$ cat config.mk
export PLATFORM = sky130hd
export DESIGN_NAME = c8x_front
export DESIGN_NICKNAME = d
export VERILOG_FILES = /design/src/c8x_pkg.sv /design/src/c8x_front.sv
export SDC_FILE = /design/constraint.sdc
export NUM_CORES = 1
export LEC_CHECK = 0
export BUFFER_PORTS_ARGS = -buffer_cell sky130_fd_sc_hd__buf_2
export CAP_MARGIN = 20
export CORE_UTILIZATION = 49
export CTS_BUF_LIST = sky130_fd_sc_hd__clkbuf_2 sky130_fd_sc_hd__clkbuf_4 sky130_fd_sc_hd__clkbuf_8
export CTS_CLUSTER_DIAMETER = 120
export DETAILED_ROUTE_END_ITERATION = 7
export GPL_ROUTABILITY_DRIVEN = 1
export HOLD_SLACK_MARGIN = 0.1
export PLACE_DENSITY = 0.78
export SYNTH_ARGS = -nofsm -noshare
export SYNTH_HDL_FRONTEND = slang
export SYNTH_SLANG_ARGS = --single-unit
$ cat constraint.sdc
create_clock -name clock -period 2.58 [get_ports clock]
set_input_delay 0.645 -clock clock [delete_from_list [all_inputs] [get_ports clock]]
set_output_delay 0.645 -clock clock [all_outputs]
set_load 0.01 [all_outputs]
$ cat src/c8x_pkg.sv
// ----------------------------------------------------------------------------
// c8x_pkg: shared types and constants of the CHIP-8 immediate execute unit
// Holds instruction kind codes, the queued item record and field widths.
// ----------------------------------------------------------------------------
package c8x_pkg;

   localparam int MemBytes   = 4096;
   localparam int FontBase   = 0;
   localparam int GlyphBytes = 5;
   localparam int NumRegs    = 16;
   localparam int AddrW      = $clog2(MemBytes);
   localparam int RegIdxW    = $clog2(NumRegs);
   localparam int QueueDepth = 2;

   typedef enum logic [4:0] {
      KIND_SEI    = 5'd0,
      KIND_SNI    = 5'd1,
      KIND_LI     = 5'd2,
      KIND_ADDI   = 5'd3,
      KIND_RND    = 5'd4,
      KIND_SIP    = 5'd5,
      KIND_SNIP   = 5'd6,
      KIND_LD     = 5'd7,
      KIND_LK     = 5'd8,
      KIND_DEL    = 5'd9,
      KIND_SND    = 5'd10,
      KIND_II     = 5'd11,
      KIND_FONT   = 5'd12,
      KIND_BCD    = 5'd13,
      KIND_SAVE   = 5'd14,
      KIND_REST   = 5'd15,
      KIND_TICK   = 5'd16,
      KIND_HOSTWR = 5'd17,
      KIND_HOSTRD = 5'd18
   } kind_type;

   // one classified instruction, as it travels from front to back
   typedef struct packed {
      logic [4:0]  kind;
      logic        known;
      logic [3:0]  reg_index;
      logic [7:0]  immediate;
      logic [15:0] key_states;
      logic [3:0]  key_code;
      logic [7:0]  random_byte;
      logic [11:0] host_address;
      logic [7:0]  host_data;
   } item_type;

   localparam int ItemW = $bits(item_type);

endpackage

$ cat src/c8x_front.sv
// ----------------------------------------------------------------------------
// c8x_front: accept and classify instructions, queue them for execution
// Two-entry queue decouples the input channel from the back end.
// ----------------------------------------------------------------------------
module c8x_front (
   input  logic              clock,
   input  logic              reset,
   input  logic              in_valid,
   output logic              in_ready,
   input  c8x_pkg::item_type in_item,
   output logic              q_valid,
   input  logic              q_take,
   output c8x_pkg::item_type q_item
);
   import c8x_pkg::*;

   item_type   slot_ff [QueueDepth];
   logic       wp_ff, wp_in, rp_ff, rp_in;
   logic [1:0] cnt_ff, cnt_in;
   logic       push, pop;
   item_type   cls;

   always_comb begin
      cls = in_item;
      cls.known = (in_item.kind <= KIND_HOSTRD);
   end

   assign in_ready = (cnt_ff != 2'(QueueDepth));
   assign push     = in_valid && in_ready;
   assign q_valid  = (cnt_ff != 2'd0);
   assign pop      = q_valid && q_take;
   assign q_item   = slot_ff[rp_ff];
   assign wp_in    = push ? ~wp_ff : wp_ff;
   assign rp_in    = pop ? ~rp_ff : rp_ff;
   assign cnt_in   = cnt_ff + 2'(push) - 2'(pop);

   always_ff @(posedge clock) begin
      if (reset) begin
         wp_ff  <= 1'b0;
         rp_ff  <= 1'b0;
         cnt_ff <= 2'd0;
      end else begin
         wp_ff  <= wp_in;
         rp_ff  <= rp_in;
         cnt_ff <= cnt_in;
      end
      if (push) slot_ff[wp_ff] <= cls;
   end
endmodule

==> reports/qor_table.md <==
| Group | Item | Value |
|:---|:---|:---|
| global route | Number of antenna violations at the first check in global routing | 0 |
| cts | Post-CTS Setup Repair Bufs | 0 |
| detailed routing | DR vias/cell | 4.869 |
| cts | Inserted Clock Buffers | 17 |
| floorplanning | Num rows | 37 |
| cells and area | Antenna diode count | 0 |
| floorplanning | Die boundary height | 105.1 microns |
| critical path | Largest stage delay on the critical path | 490 ps |
| power and ir drop | Static leakage | 0.002544 uW |
| global route | Number of global-route vias before repair | 2810 |
| critical path | Critical path data arrival time | 1700 ps |
| detailed routing | Wirelength per Cell | 15.95 microns |
| cts | Post-cts repair resize count | 0 |
| cells and area | # nets final | 463 |
| power and ir drop | Power per Cell Area | 906.2 nW/um^2 |
| sta | Post-layout min period | 2348 ps |
| logic synthesis | Most frequent cell after synthesis | sky130_fd_sc_hd__edfxtp_1 |
| cells and area | Sequential cell area in the final layout | 4068 sq um |
| critical path | Worst path bufs/invs | 2 |
| sta | Period utilisation layout | 90.99% |
| critical path | Sort of element at the start of the critical path | flip-flop |
| sta | Pin slew with the least headroom to its limit | 354.7 ps |
| critical path | Worst-path maximum fanout | 13 |
| placed design | Last weighted congestion value of the routability-driven placer | 0.7260 |
| placed design | Number of port buffers | 136 |
| logic synthesis | Cell types with the highest counts after synthesis | sky130_fd_sc_hd__edfxtp_1 (132), sky130_fd_sc_hd__mux2_4 (40), sky130_fd_sc_hd__mux2_1 (26), sky130_fd_sc_hd__dfxtp_1 (5) |
| cells and area | Ratio of cells with drive above 1 in the final layout | 54.57% |
| logic synthesis | Post-synth EDFFs | 132 |
| logic synthesis | Yosys top cell by area | sky130_fd_sc_hd__edfxtp_1 |
| sta | Setup TNS Final | 0 ps |
| floorplanning | Total I/O pin count | 138 |
| cts | CTS tree | built |
| critical path | Worst path depth | 3 |
| worst hold path | Hold Path Depth | 1 |
| detailed routing | Routed Antenna Nets | 0 |
| sta | Count of endpoints failing setup in the final report | 0 |
| global route | Maximum number of pins on one net before global-route repair | 46 |
| logic synthesis | Number of register bits inferred by synthesis | 137 |
| cts | Root buffer cell | sky130_fd_sc_hd__clkbuf_8 |
| logic synthesis | Post-Synthesis Cell Area | 5204 sq um |
| power and ir drop | Maximum vdd drop | 0.0004176 V |
| critical path | Kind of critical path | reg2out |
| flow run | Max-cap check violation count | 0 |
| sta | Final slew viol count | 0 |
| detailed routing | Initial detailed-routing violation count | 95 |
| cts | Sink Count | 137 |
| cells and area | Utilization after layout | 63.39% |
| detailed routing | Detailed-route DRC error count | 0 |
| cells and area | Fillers | 736 |
| cts | Hold Buf Count CTS | 0 |
| floorplanning | Horiz. Die Dim | 105.1 microns |
| global route | Met1 Use GR | 19.15% |
| sta | Setup repair after global routing missed its margin | false |
| critical path | Highest-delay cell along the critical path | sky130_fd_sc_hd__dfxtp_4 |
| logic synthesis | Leading register cell type out of synthesis | sky130_fd_sc_hd__edfxtp_1 |
| critical path | Register-to-register setup slack | 890 ps |
| logic synthesis | Synthesized Nets | 307 |
| placed design | Detailed placement HPWL | 5832 microns |
| detailed routing | Detailed Routing Iterations Pass 1 | 4 |
| cts | H-tree levels | 4 |
| cts | Max Root-Sink Buffers | 2 |
| global route | Final global-route overflow total | 0 |
| sta | Highest clock frequency the design can meet | 426.0 MHz |
| global route | Global routing's busiest layer | met2 |
| sta | Max_slew headroom | 76.35% |
| status | Status | completed |
| logic synthesis | Leading post-synthesis cells by cell area | sky130_fd_sc_hd__edfxtp_1 (76%), sky130_fd_sc_hd__mux2_4 (12%), sky130_fd_sc_hd__mux2_1 (5.6%) |
| critical path | Gate family responsible for the most delay along the worst path | flip-flops |
| logic synthesis | Number of synthesis warnings | 0 |
| critical path | Cell chain of the critical path | buf_4, mux2_1, buf_2 |
| cts | Later-pin clock latency in the skew report | 420 ps |
| global route | Global-route total usage across every layer | 16.76% |
| floorplanning | Die area | 11040 sq um |
| cells and area | Multi-input logic area | 1079 sq um |
| worst hold path | Path type of the worst min-delay path | in2reg |
| global route | Global-route wire length before repair | 13660 microns |
| logic synthesis | Mapped Cells | 236 |
| cts | Clock transition at the registers of the reported paths | 70 ps |
| logic synthesis | Sequential fraction of the synthesis area | 78.10% |
| critical path | FF-to-FF path depth | 3 |
| detailed routing | Vias post-DR | 2634 |
| sta | Final count of hold timing violations | 0 |
| sta | Fin Clk Skew | 10.46 ps |
| critical path | Startpoint of the lowest-slack register-to-register path | cnt_ff[0] |
| logic synthesis | Synth Area per Inst | 22.05 sq um |
| logic synthesis | Ys async rst share | 0% |
| logic synthesis | Count of distinct cell types in the synthesized netlist | 29 |
| critical path | Critical path required time | 1930 ps |
| global route | Global-route met3 utilization | 6.737% |
| critical path | Critical register-to-register path endpoint | slot_ff[1][35] |
| floorplanning | Effective utilization at floorplan | 50.41% |
| critical path | Type of destination of the critical path | output pin |
| detailed routing | Total Routed Length | 8627 microns |
| critical path | Capturing element of the worst setup path | q_item[0] |
| global route | Met2 track demand over resource in global routing | 28.71% |
| logic synthesis | Area share of the largest cell type after synthesis | 76.17% |
| cells and area | Area Overhead vs Synth | 25.75% |
| floorplanning | Core Footprint | 10320 sq um |
-- layout by cell type, fill, tap and decap left out, types with 3 or more instances in the layout --
master	instances
sky130_fd_sc_hd__nor2_1	4
sky130_fd_sc_hd__mux2_1	26
sky130_fd_sc_hd__buf_4	5
sky130_fd_sc_hd__bufinv_16	5
sky130_fd_sc_hd__clkinv_2	3
sky130_fd_sc_hd__buf_2	136
sky130_fd_sc_hd__clkbuf_8	17
sky130_fd_sc_hd__dfxtp_1	4
sky130_fd_sc_hd__mux2_4	40
sky130_fd_sc_hd__clkinvlp_4	3
sky130_fd_sc_hd__buf_12	3
sky130_fd_sc_hd__edfxtp_1	132
-- how the worst min path moves through the flow --
stage | slack [ps] | from | end
after global placement | 480 | rp_ff | flip-flop
after CTS | 380 | in_item[0] | slot_ff[0][0]
after detailed placement | 510 | rp_ff | flip-flop
after floorplan | 470 | rp_ff | flip-flop
final | 410 | in_item[4] | slot_ff[1][4]
after global routing | 360 | in_item[4] | slot_ff[1][4]
-- state kept, by name (all words and copies together), names as in the netlist, named ones only --
signal / flops
cnt_ff: 2
slot_ff: 132
wp_ff: 1
rp_ff: 1
-- layer usage --
layer  wire length (microns)  vias to the layer above
li1                        -                     1245
met1                    3536                     1270
met2                    4452                      111
met3                     577                        8
met4                      60                        0
met5                       0                        -
-- through the flow --
stage / hold WS (ps) / worst slack (ps) / area (sq um) / std cells / power (uW)
final: 408.4 / 232.5 / 6544 / 541 / 5930
after global routing: 359.2 / 105.9 / 6544 / 541 / 6190
after CTS: 378.3 / 174.0 / 6544 / 541 / 6010
after detailed placement: 505.2 / 660.0 / 6098 / 509 / 4088
after global placement: 483.3 / 664.7 / 6098 / 509 / 4050
after floorplan: 472.5 / 131.8 / 5205 / 236 / 3641
-- area by class of cell --
class / instances / share of cell area (%)
Clock buffer: 18 / 3.690
Clock inverter: 14 / 3.117
Inverter: 1 / 0.05736
Multi-Input combinational cell: 91 / 16.48
Sequential cell: 137 / 62.16
Tap cell: 136 / 2.600
Timing Repair Buffer: 144 / 11.89
-- power by group --
| part | total (uW) | switching (uW) | internal (uW) |
|---|---|---|---|
| Sequential | 2790 | 89.7 | 2700 |
| Combinational | 1230 | 593 | 633 |
| Clock | 1910 | 763 | 1150 |
| Total | 5930 | 1450 | 4480 |
-- logic make-up after synthesis --
logic type                 count (synthesis)  share of synthesized area (%)
and+or+nand+nor                           16                          2.044
adders and majority gates                  1                         0.2404
buffers and inverters                      8                          1.274
DFF                                      137                          78.10
xor gates and xnor gates                   1                         0.1683
AOI/OAI and AO/OA                          7                          1.010
muxes                                     66                          17.17
Note: power is estimated with default switching activity, not from simulation.
